$ cat config.mk
export PLATFORM = sky130hd
export DESIGN_NAME = range_sensor_frame_parser
export DESIGN_NICKNAME = d
export VERILOG_FILES = /design/src/rtl/rsfp_pkg.sv /design/src/rtl/range_sensor_frame_parser.sv /design/src/rtl/rsfp_fifo.sv /design/src/rtl/rsfp_front.sv /design/src/rtl/rsfp_back.sv
export SDC_FILE = /design/constraint.sdc
export NUM_CORES = 1
export LEC_CHECK = 0
export ABC_AREA = 1
export BUFFER_PORTS_ARGS = -buffer_cell sky130_fd_sc_hd__buf_2
export CAP_MARGIN = 20
export CORE_MARGIN = 2
export CORE_UTILIZATION = 45
export CTS_CLUSTER_SIZE = 25
export DETAILED_ROUTE_END_ITERATION = 8
export RECOVER_POWER = 25
export REMOVE_ABC_BUFFERS = 1
export SLEW_MARGIN = 20
export SYNTH_ARGS = -nofsm -noshare
export SYNTH_HDL_FRONTEND = slang
export SYNTH_HIERARCHICAL = 1
export SYNTH_SLANG_ARGS = --single-unit
$ cat constraint.sdc
create_clock -name i_clk -period 3.2 [get_ports i_clk]
set_input_delay 0 -clock i_clk [delete_from_list [all_inputs] [get_ports i_clk]]
set_output_delay 0 -clock i_clk [all_outputs]
set_load 0.05 [all_outputs]
$ cat src/rtl/rsfp_pkg.sv
`timescale 1ns / 1ps
`default_nettype none

package rsfp_pkg;

    // Frame header bytes
    localparam logic [7:0] HDR_A0 = 8'h55;
    localparam logic [7:0] HDR_A1 = 8'hAA;
    localparam logic [7:0] HDR_B  = 8'h59;

    // Configuration register indexes
    localparam int unsigned CFG_IDX_W = 2;
    localparam logic [CFG_IDX_W-1:0] CFG_MIN_STRENGTH   = 2'd0;
    localparam logic [CFG_IDX_W-1:0] CFG_MAX_DISTANCE   = 2'd1;
    localparam logic [CFG_IDX_W-1:0] CFG_DISTANCE_SCALE = 2'd2;

    localparam int unsigned CFG_DATA_W = 16;
    localparam int unsigned SCALE_W    = 4;
    localparam int unsigned DIST_W     = 16;
    localparam int unsigned PROD_W     = DIST_W + SCALE_W;

    localparam logic [15:0]        RST_MIN_STRENGTH   = 16'd20;
    localparam logic [15:0]        RST_MAX_DISTANCE   = 16'd7500;
    localparam logic [SCALE_W-1:0] RST_DISTANCE_SCALE = 4'd10;

    // Small register queues
    localparam int unsigned QDEPTH = 4;
    localparam int unsigned QPTR_W = 2;
    localparam int unsigned QCNT_W = 3;

    // One frame result: raw distance or scaled distance, and its source parser
    typedef struct packed {
        logic              source;
        logic [DIST_W-1:0] value;
    } t_item;

endpackage

`default_nettype wire

$ cat src/rtl/range_sensor_frame_parser.sv
`timescale 1ns / 1ps
`default_nettype none

// Range sensor frame parser: two byte-stream frame parsers side by side.
// Input channel: drive i_rx_byte and raise i_push; the byte is taken at a
// clock edge with i_push high and o_full low. One byte per cycle is sustained while o_full is low.
// Result channel: while o_empty is low, o_distance/o_source show the oldest
// result; raise i_pop to take it. o_source is 0 for a 0x55 0xAA frame and
// 1 for a 0x59 0x59 frame (that one wins when both close on one byte).
// Path: a result passes through the middle queue, then the scale multiplier
// register, then the output queue, before it shows on the output ports.
// Throughput: one byte per cycle while o_full is low, set by the parser front end.
// Stall: results wait in a four-entry output queue; once it and the four-entry
// middle queue fill, o_full rises and input bytes hold off.
// Config: write i_cfg_data to register i_cfg_index when i_cfg_we is high
// (0 min strength, 1 max distance, 2 distance scale); write only while idle.
// Reset (synchronous, i_rst_n low): both parsers hunt for a header, the
// queues empty, and the registers return to 20, 7500 and 10.
module range_sensor_frame_parser (
    input  wire logic                             i_clk,
    input  wire logic                             i_rst_n,
    input  wire logic                             i_push,
    output logic                                  o_full,
    input  wire logic [7:0]                       i_rx_byte,
    output logic                                  o_empty,
    input  wire logic                             i_pop,
    output logic [15:0]                           o_distance,
    output logic                                  o_source,
    input  wire logic                             i_cfg_we,
    input  wire logic [rsfp_pkg::CFG_IDX_W-1:0]   i_cfg_index,
    input  wire logic [rsfp_pkg::CFG_DATA_W-1:0]  i_cfg_data
);

    logic [15:0]                  r_min_strength;
    logic [15:0]                  r_max_distance;
    logic [rsfp_pkg::SCALE_W-1:0] r_distance_scale;

    logic                         in_take;
    logic                         front_push;
    rsfp_pkg::t_item              front_item;
    rsfp_pkg::t_item              mid_item;
    logic                         mid_empty;
    logic                         mid_pop;
    logic [rsfp_pkg::QCNT_W-1:0]  mid_count;
    rsfp_pkg::t_item              out_item;

    // Configuration registers; an unknown index is dropped
    always_ff @(posedge i_clk) begin
        if (!i_rst_n) begin
            r_min_strength   <= rsfp_pkg::RST_MIN_STRENGTH;
            r_max_distance   <= rsfp_pkg::RST_MAX_DISTANCE;
            r_distance_scale <= rsfp_pkg::RST_DISTANCE_SCALE;
        end else if (i_cfg_we) begin
            unique case (i_cfg_index)
                rsfp_pkg::CFG_MIN_STRENGTH:   r_min_strength   <= i_cfg_data;
                rsfp_pkg::CFG_MAX_DISTANCE:   r_max_distance   <= i_cfg_data;
                rsfp_pkg::CFG_DISTANCE_SCALE:
                    r_distance_scale <= i_cfg_data[rsfp_pkg::SCALE_W-1:0];
                default: ;
            endcase
        end
    end

    // Hold off input whenever the middle queue has no room for a result
    assign o_full  = (mid_count == rsfp_pkg::QCNT_W'(rsfp_pkg::QDEPTH));
    assign in_take = i_push && !o_full;

    rsfp_front u_front (
        .i_clk          (i_clk),
        .i_rst_n        (i_rst_n),
        .i_valid        (in_take),
        .i_byte         (i_rx_byte),
        .i_min_strength (r_min_strength),
        .o_push         (front_push),
        .o_item         (front_item)
    );

    rsfp_fifo u_mid_fifo (
        .i_clk   (i_clk),
        .i_rst_n (i_rst_n),
        .i_push  (front_push),
        .i_data  (front_item),
        .i_pop   (mid_pop),
        .o_data  (mid_item),
        .o_empty (mid_empty),
        .o_count (mid_count)
    );

    rsfp_back u_back (
        .i_clk            (i_clk),
        .i_rst_n          (i_rst_n),
        .i_mid_empty      (mid_empty),
        .i_mid_item       (mid_item),
        .o_mid_pop        (mid_pop),
        .i_max_distance   (r_max_distance),
        .i_distance_scale (r_distance_scale),
        .i_pop            (i_pop),
        .o_empty          (o_empty),
        .o_item           (out_item)
    );

    assign o_distance = out_item.value;
    assign o_source   = out_item.source;

endmodule

`default_nettype wire

$ cat src/rtl/rsfp_fifo.sv
`timescale 1ns / 1ps
`default_nettype none

module rsfp_fifo (
    input  wire logic                         i_clk,
    input  wire logic                         i_rst_n,
    input  wire logic                         i_push,
    input  wire rsfp_pkg::t_item              i_data,
    input  wire logic                         i_pop,
    output rsfp_pkg::t_item                   o_data,
    output logic                              o_empty,
    output logic [rsfp_pkg::QCNT_W-1:0]       o_count
);

    rsfp_pkg::t_item                r_mem [rsfp_pkg::QDEPTH];
    logic [rsfp_pkg::QPTR_W-1:0]    r_wr_ptr;
    logic [rsfp_pkg::QPTR_W-1:0]    r_rd_ptr;
    logic [rsfp_pkg::QCNT_W-1:0]    r_count;
    logic [rsfp_pkg::QCNT_W-1:0]    n_count;
    logic                           do_pop;

    assign do_pop = i_pop && (r_count != '0);

    always_comb begin
        n_count = r_count;
        if (i_push && !do_pop) begin
            n_count = r_count + 1'b1;
        end else if (!i_push && do_pop) begin
            n_count = r_count - 1'b1;
        end
    end

    always_ff @(posedge i_clk) begin
        if (!i_rst_n) begin
            r_wr_ptr <= '0;
            r_rd_ptr <= '0;
            r_count  <= '0;
        end else begin
            if (i_push) begin
                r_wr_ptr <= r_wr_ptr + 1'b1;
            end
            if (do_pop) begin
                r_rd_ptr <= r_rd_ptr + 1'b1;
            end
            r_count <= n_count;
        end
    end

    always_ff @(posedge i_clk) begin
        if (i_push) begin
            r_mem[r_wr_ptr] <= i_data;
        end
    end

    assign o_data  = r_mem[r_rd_ptr];
    assign o_empty = (r_count == '0);
    assign o_count = r_count;

endmodule

`default_nettype wire

$ cat src/rtl/rsfp_front.sv
`timescale 1ns / 1ps
`default_nettype none

module rsfp_front (
    input  wire logic        i_clk,
    input  wire logic        i_rst_n,
    input  wire logic        i_valid,
    input  wire logic [7:0]  i_byte,
    input  wire logic [15:0] i_min_strength,
    output logic             o_push,
    output rsfp_pkg::t_item  o_item
);

    localparam logic [1:0] PH_HUNT = 2'd0;
    localparam logic [1:0] PH_HDR2 = 2'd1;
    localparam logic [1:0] PH_BODY = 2'd2;

    localparam logic [7:0] SUM_A_INIT = 8'(rsfp_pkg::HDR_A0 + rsfp_pkg::HDR_A1);
    localparam logic [7:0] SUM_B_INIT = 8'(rsfp_pkg::HDR_B + rsfp_pkg::HDR_B);

    // Parser A state
    logic [1:0]  r_a_phase, n_a_phase;
    logic [2:0]  r_a_count, n_a_count;
    logic [7:0]  r_a_sum;
    logic [7:0]  r_a_check;
    logic [15:0] r_a_dist;

    // Parser B state
    logic [1:0]  r_b_phase, n_b_phase;
    logic [3:0]  r_b_count, n_b_count;
    logic [7:0]  r_b_sum;
    logic [15:0] r_b_dist;
    logic [15:0] r_b_str;

    logic a_hit;
    logic b_hit;

    always_comb begin
        n_a_phase = r_a_phase;
        n_a_count = r_a_count;
        unique case (r_a_phase)
            PH_HDR2: begin
                n_a_phase = (i_byte == rsfp_pkg::HDR_A1) ? PH_BODY : PH_HUNT;
                n_a_count = '0;
            end
            PH_BODY: begin
                if (r_a_count == 3'd6) begin
                    n_a_phase = PH_HUNT;
                    n_a_count = '0;
                end else begin
                    n_a_count = r_a_count + 3'd1;
                end
            end
            default: begin
                n_a_phase = (i_byte == rsfp_pkg::HDR_A0) ? PH_HDR2 : PH_HUNT;
                n_a_count = '0;
            end
        endcase
    end

    always_comb begin
        n_b_phase = r_b_phase;
        n_b_count = r_b_count;
        unique case (r_b_phase)
            PH_HDR2: begin
                if (i_byte == rsfp_pkg::HDR_B) begin
                    n_b_phase = PH_BODY;
                    n_b_count = 4'd2;
                end else begin
                    n_b_phase = PH_HUNT;
                    n_b_count = '0;
                end
            end
            PH_BODY: begin
                if (r_b_count >= 4'd8) begin
                    n_b_phase = PH_HUNT;
                    n_b_count = '0;
                end else begin
                    n_b_count = r_b_count + 4'd1;
                end
            end
            default: begin
                if (i_byte == rsfp_pkg::HDR_B) begin
                    n_b_phase = PH_HDR2;
                    n_b_count = 4'd1;
                end else begin
                    n_b_phase = PH_HUNT;
                    n_b_count = '0;
                end
            end
        endcase
    end

    assign a_hit = i_valid && (r_a_phase == PH_BODY) && (r_a_count == 3'd6)
                   && (r_a_sum == r_a_check);
    assign b_hit = i_valid && (r_b_phase == PH_BODY) && (r_b_count >= 4'd8)
                   && (r_b_sum == i_byte) && (r_b_str > i_min_strength);

    always_ff @(posedge i_clk) begin
        if (!i_rst_n) begin
            r_a_phase <= PH_HUNT;
            r_a_count <= '0;
            r_b_phase <= PH_HUNT;
            r_b_count <= '0;
        end else if (i_valid) begin
            r_a_phase <= n_a_phase;
            r_a_count <= n_a_count;
            r_b_phase <= n_b_phase;
            r_b_count <= n_b_count;
        end
    end

    // Payload capture and running checksums
    always_ff @(posedge i_clk) begin
        if (i_valid) begin
            if (r_a_phase == PH_HDR2) begin
                r_a_sum <= SUM_A_INIT;
            end else if (r_a_phase == PH_BODY) begin
                if (r_a_count < 3'd5) begin
                    r_a_sum <= r_a_sum + i_byte;
                end
                if (r_a_count == 3'd5) begin
                    r_a_check <= i_byte;
                end
                if (r_a_count == 3'd3) begin
                    r_a_dist[15:8] <= i_byte;
                end
                if (r_a_count == 3'd4) begin
                    r_a_dist[7:0] <= i_byte;
                end
            end

            if (r_b_phase == PH_HDR2) begin
                r_b_sum <= SUM_B_INIT;
            end else if (r_b_phase == PH_BODY && r_b_count < 4'd8) begin
                r_b_sum <= r_b_sum + i_byte;
                case (r_b_count)
                    4'd2:    r_b_dist[7:0]  <= i_byte;
                    4'd3:    r_b_dist[15:8] <= i_byte;
                    4'd4:    r_b_str[7:0]   <= i_byte;
                    4'd5:    r_b_str[15:8]  <= i_byte;
                    default: ;
                endcase
            end
        end
    end

    // Parser B wins when both close a good frame on the same byte
    assign o_push       = a_hit || b_hit;
    assign o_item.source = b_hit;
    assign o_item.value  = b_hit ? r_b_dist : r_a_dist;

endmodule

`default_nettype wire

$ cat src/rtl/rsfp_back.sv
`timescale 1ns / 1ps
`default_nettype none

module rsfp_back (
    input  wire logic                           i_clk,
    input  wire logic                           i_rst_n,
    input  wire logic                           i_mid_empty,
    input  wire rsfp_pkg::t_item                i_mid_item,
    output logic                                o_mid_pop,
    input  wire logic [15:0]                    i_max_distance,
    input  wire logic [rsfp_pkg::SCALE_W-1:0]   i_distance_scale,
    input  wire logic                           i_pop,
    output logic                                o_empty,
    output rsfp_pkg::t_item                     o_item
);

    logic                          r_prod_valid;
    logic                          r_prod_src;
    logic [rsfp_pkg::PROD_W-1:0]   r_prod;
    logic [rsfp_pkg::QCNT_W-1:0]   out_count;
    logic [rsfp_pkg::QCNT_W:0]     used;
    rsfp_pkg::t_item               clamped;

    // Reserve a slot for the product in flight
    assign used      = {1'b0, out_count} + {{rsfp_pkg::QCNT_W{1'b0}}, r_prod_valid};
    assign o_mid_pop = !i_mid_empty && (used < (rsfp_pkg::QCNT_W+1)'(rsfp_pkg::QDEPTH));

    always_ff @(posedge i_clk) begin
        if (!i_rst_n) begin
            r_prod_valid <= 1'b0;
        end else begin
            r_prod_valid <= o_mid_pop;
        end
    end

    always_ff @(posedge i_clk) begin
        if (o_mid_pop) begin
            r_prod_src <= i_mid_item.source;
            r_prod     <= {{rsfp_pkg::SCALE_W{1'b0}}, i_mid_item.value}
                          * {{rsfp_pkg::DIST_W{1'b0}}, i_distance_scale};
        end
    end

    assign clamped.source = r_prod_src;
    assign clamped.value  = (r_prod > {{rsfp_pkg::SCALE_W{1'b0}}, i_max_distance})
                            ? i_max_distance : r_prod[rsfp_pkg::DIST_W-1:0];

    rsfp_fifo u_out_fifo (
        .i_clk   (i_clk),
        .i_rst_n (i_rst_n),
        .i_push  (r_prod_valid),
        .i_data  (clamped),
        .i_pop   (i_pop),
        .o_data  (o_item),
        .o_empty (o_empty),
        .o_count (out_count)
    );

endmodule

`default_nettype wire
# ---- After elaboration in Yosys (flattened, before gate mapping)
# Memory sizes are Yosys's and may differ from the RTL's. A register that Yosys moved wholly into a read port is not among the register bits.
# Index checks and enable logic that the tools add are counted.
dict set report totals {
  regBits 155
  ram_bits 136
  in_bits 31
  output_inout_bits 19
  wordCells 149
  memories 2
}
# name depth width rd rd_ports_with_merged_regs write_ports line_no
set memory_table {}
lappend memory_table {u_back.u_out_fifo.r_mem 4 17 1 1 1 rsfp_fifo.sv:15} ;# rsfp_pkg::t_item r_mem [rsfp_pkg::QDEPTH];
lappend memory_table {u_mid_fifo.r_mem 4 17 1 1 1 rsfp_fifo.sv:15}
dict set report classes {
  addsub 13
  mul 1
  order_cmp 6
  n_eq_ne 22
  n_mux 31
  bitwise 2
  reduce_logical 47
}
# cell count
set op_table {}
lappend op_table {{$mux W16} 2}
lappend op_table {{$reduce_and A4 Y1} 7}
lappend op_table {{$mux W8} 3}
lappend op_table {{$gt A20 B16 Y1} 1}
lappend op_table {{$mul A16 B4 Y20} 1}
lappend op_table {{$mux W2} 9}
lappend op_table {{$mux W3} 6}
lappend op_table {{$add A8 B8 Y8} 2}
lappend op_table {{$eq A8 B7 Y1 const B} 2}
lappend op_table {{$eq A8 B8 Y1} 2}
lappend op_table {{$gt A16 B16 Y1} 1}
lappend op_table {{$logic_and A1 B1 Y1} 16}
lappend op_table {{$eq A3 B3 Y1 const B} 4}
lappend op_table {{$reduce_and A2 Y1} 6}
lappend op_table {{$reduce_bool A2 Y1} 5}
lappend op_table {{$add A3 B1 Y3 const B} 3}
lappend op_table {{$add A2 B1 Y2 const B} 4}
lappend op_table {{$eq A4 B2 Y1 const B} 2}
lappend op_table {{$eq A4 B3 Y1 const B} 2}
lappend op_table {{$eq A8 B8 Y1 const B} 1}
lappend op_table {{$pmux W2 S2} 2}
lappend op_table {{$pmux W4 S2} 1}
lappend op_table {{$mux W1} 7}
lappend op_table {{$eq A2 B1 Y1 const B} 3}
lappend op_table {{19 further kinds} 30}

# ---- Logic depth before layout (Yosys ltp)
dict set report depth {
  depth_word 12
  depth_mapped 23
  mapped_depth_nobuf 22
}

# ---- Modules after synthesis
# Netlist, hierarchy kept.
# mod instances cells_per_inst area_each_um2 seq_area_each_um2
set modules_own_cells {}
lappend modules_own_cells {rsfp_fifo 2 227 3042.9 2222.1}
lappend modules_own_cells {rsfp_front 1 450 4425.5 2382.3}
lappend modules_own_cells {rsfp_back 1 516 3535.9 650.6}
lappend modules_own_cells {range_sensor_frame_parser 1 218 1532.7 720.7}

# ---- Worst setup path after synthesis
# No wires, ideal clock.
dict set report synth_timing {
  kind {register -> register}
  start {register (tool-made name)}
  end {register u_back/r_prod[18] in the netlist's numbering (data pin)}
  setup_time_ns 0.252
  arrival_time_ns 3.241
  required_ns 2.948
  setup_slack_ns -0.293
  path_stages_with_launch 20
  path_buffers 2
  synth_period_minus_slack_ns 3.493
  path_cell_list {dfxtp_1 buf_6 inv_4 buf_6 nor2_1 o22ai_1 nand2_1 fa_1 inv_1 fa_1 inv_1 fa_1 inv_1 nand3_1 nand2_1 nand3_1 nand2_1 nand3_1 nand3_1 nand2_1}
}
# item line_no
set synth_lines {}
lappend synth_lines {{end signal, assigned} rsfp_back.sv:39} ;# r_prod <= {{rsfp_pkg::SCALE_W{1'b0}}, i_mid_item.value}
lappend synth_lines {{end, declared} rsfp_back.sv:19} ;# logic [rsfp_pkg::PROD_W-1:0] r_prod;

==> summary.txt <==
Setup path
  • Worst path max stage delay: just over 0.5 ns
  • CP startpoint kind: register
  • CP Capture Type: register
  • Slowest CP cell: fa_1
  • Worst path top cell family by delay: adder cells
  • Crit Path Max Fanout: 4
  • Most used cell, CP: nand2_2
  • Crit path buffers/inverters: 7
  • Arrival @ worst endpoint: 3.79 ns
  • Reg2reg setup slack: -0.22 ns
  • Critical path class: reg -> reg
  • Worst endpoint required time: between 3 and 4 ns
  • Cells along the critical path: buf_4, buf_6, o21ai_2, o22ai_2, buf_6, nand2_2, inv_2, fa_1, inv_1, fa_1, inv_2, ha_4, buf_4, nand3_2, nand2_2, nand2_2, nand2_4, nand3_2, nand2_2, xor2_1

Synth
  • Synth async-reset ratio: 0%
  • Top cells by area, synth: edfxtp_1, dfxtp_1, nand2_1
  • Syn Inst Count: around 1600
  • Sequential area share after synthesis: a little over half
  • Synthesis-stage register bit count: between 200 and 300
  • Synth Warn #: 6
  • Mapped Area: ~16000 sq um
  • Prevailing post-synth register cell: edfxtp_1
  • Synth top area share: 44.1%
  • Avg Cell Area, Syn: 9.51 sq um
  • Netlist cell types: between 40 and 50
  • Top post-synthesis cells by count: nand2_1, inv_1, edfxtp_1
  • Number of synthesized flops with an enable pin: between 200 and 250
  • Most frequent cell after synthesis: nand2_1
  • Synth area leader: edfxtp_1

Routing
  • Routed len/inst: 14.4 um
  • Total number of vias: 11124
  • DRC Markers: 0
  • Pre-antenna DRT Iters: 5
  • 1st-iter DRT viols: 649
  • Routed WL: between 30000 and 40000 um
  • DR vias/cell: 4.89
  • Antenna Nets Post-Route: 0

Finish
  • # nets final: 1947
  • Core Util, Final: between 50% and 60%
  • Ant diodes: 0
  • Fillers: between 2000 and 3000
  • FF/Latch Area: 8200 sq um
  • Layout Area Growth over Synthesis: 20.7%
  • Post-route design area: about 19000 sq um
  • Final std cells w/o fill: 2275
  • Multi-input logic area: approximately 6600 sq um
  • Share of cells above drive strength 1: a little under a fifth

Timing
  • Hold Slack: about 0.071 ns
  • Final Skew: 0.0202 ns
  • RSZ-0062 raised after global routing: true
  • Relative max-transition margin: -18.6%
  • Final Critical Period: 3.42 ns
  • Slew of the pin with the lowest slew margin: 1.77 ns
  • Setup violators final: 14
  • Fmax: between 200 and 300 MHz
  • Period utilization: 107%
  • Final WS setup: -0.224 ns
  • Slew Viols, Final: 32
  • Fin. Hold Viols: 0

CTS
  • Max Buffers Root-to-Sink: 3
  • Clock Latency Late Sink: roughly 0.56 ns
  • Clock transition at the registers of the reported paths: 0.06 ns
  • TritonCTS Buffers: 31
  • CTS H-tree depth: 1
  • Clock root cell: clkbuf_16
  • Clock tree sinks: 295
  • CTS tree: built

Place
  • Port bufs: between 40 and 50
  • Hpwl dp: ~23000 um
  • Placed Instances: about 2200
  • RePlAce Congestion: about 0.84
  • Post-DP Area: between 15000 and 20000 sq um

Floorplanning
  • Full die area: around 36000 sq um
  • Die Width: 190 um
  • Cell row count: between 60 and 70
  • Core Area: 34300 sq um
  • Die Y: 190 um
  • Initial core utilization: a little under half
  • Ports: 50

GRT
  • Vias in the first global route: roughly 11000
  • Total GRT Usage: a little under a fifth
  • Overflow after GRT: 0
  • Initial antenna violation count: 0
  • Largest net degree at the start of global routing: 46
  • First-pass GRT wire length: between 50000 and 60000 um

Worst hold path
  • Worst Hold Class: in -> reg

Job
  • Max cap viols: 1

Power
  • LEAKAGE: about 0.0082 uW
  • Max IR drop VDD: 0.000418 V
  • Cell Pwr Density: slightly above 500 nW/um^2

Run status
  • Status: complete, but fails checks
  • Failing checks: capacitance limit, slew limit, setup timing
[what timing repair did]
action,CTS,global route
hold endpoints to repair,99,0
setup buffers,7,5
gates resized for setup,94,72
hold buffers,31,0
setup endpoints to repair,15,16
pin swaps,31,42
[cells by family (layout without fill, tap and decap cells)]
group | after synthesis | after routing | synth area share (%)
AOI/OAI and AO/OA | 220 | 220 | 8.16
and+or+nand+nor | 653 | 653 | 17.7
xor gates and xnor gates | 22 | 22 | 1.24
DFF | 295 | 295 | 52.6
buffers and inverters | 327 | 509 | 9.05
adders and majority gates | 121 | 121 | 11.3
[routing by layer]
layer	GRT usage, %	wire length, um	vias up
met5	0	0	-
met4	8.35	1460	0
met3	2.38	1070	73
met2	33.0	16200	175
met1	21.8	14000	5179
li1	-	-	5697
[power breakdown]
group	switching (uW)	internal [uW]	total (uW)	leakage, uW
logic	1190	609	1800	0.00513
clock network	1440	2160	3600	0.000509
registers	101	4200	4300	0.00260
[sequential cells by signal (all words and copies together) (netlist names), 8 cells and up, named ones only]
register                 flops
u_front/r_b_str             16
r_max_distance              16
u_front/r_b_dist            16
r_min_strength              16
u_front/r_a_check            8
u_back/r_prod               20
u_back/u_out_fifo/r_mem     68
u_front/r_a_sum              8
u_front/r_b_sum              8
u_mid_fifo/r_mem            68
u_front/r_a_dist            16
[placed cells by master (no fill, tap or decap), types with 10 or more instances in the layout]
cell type,n
a21oi_1,60
buf_2,40
buf_4,75
clkbuf_1,19
clkbuf_16,33
dfxtp_1,64
dlygate4sd3_1,31
edfxtp_1,229
fa_1,31
ha_1,75
ha_4,13
inv_1,260
inv_2,13
nand2_1,317
nand2_2,16
nand3_1,94
nand3_2,10
nand4_1,18
nor2_1,147
nor2_2,18
o21ai_0,38
o21ai_1,22
o21ai_2,29
o22ai_1,22
o22ai_2,13
xor2_1,19
[worst register-to-register path, stage by stage, from the launching register on]
cell and delay [ns]:
dfxtp_4 0.38, buf_4 0.14, buf_6 0.12, o21ai_2 0.11, o22ai_2 0.10, buf_6 0.13
nand2_2 0.06, inv_2 0.04, fa_1 0.49, inv_1 0.05, fa_1 0.51, inv_2 0.05
ha_4 0.29, buf_4 0.11, nand3_2 0.07, nand2_2 0.10, nand2_2 0.08, nand2_4 0.07
nand3_2 0.07, nand2_2 0.07, xor2_1 0.21
[final timing paths]
kind / depth (start not counted) / start / to
max: 20 / register / u_back/r_prod[12]
min: 3 / i_cfg_we / r_min_strength[2]
max reg2reg: 20 / register / u_back/r_prod[12]
min reg2reg: 2 / r_min_strength[2] / r_min_strength[2]
[area by class of cell]
type	instances	area share [%]
repair buffers	174	7.15
inverters	277	5.60
clock buffers	41	4.66
clock inverters	17	0.872
multi-input cells	1016	35.1
well taps	455	3.03
flip-flops and latches	295	43.6
[stage by stage]
stage / total power (uW) / setup TNS, ns / setup slack [ns]
after detailed placement: 6020 / -4.38 / -0.395
after floorplan: 5520 / -13.25 / -0.740
after global routing: 10100 / -4.31 / -0.384
final: 9700 / -2.31 / -0.224
after global placement: 5990 / -3.36 / -0.342
after CTS: 9740 / -1.29 / -0.149
No activity file was read; power rests on OpenSTA's default activity.
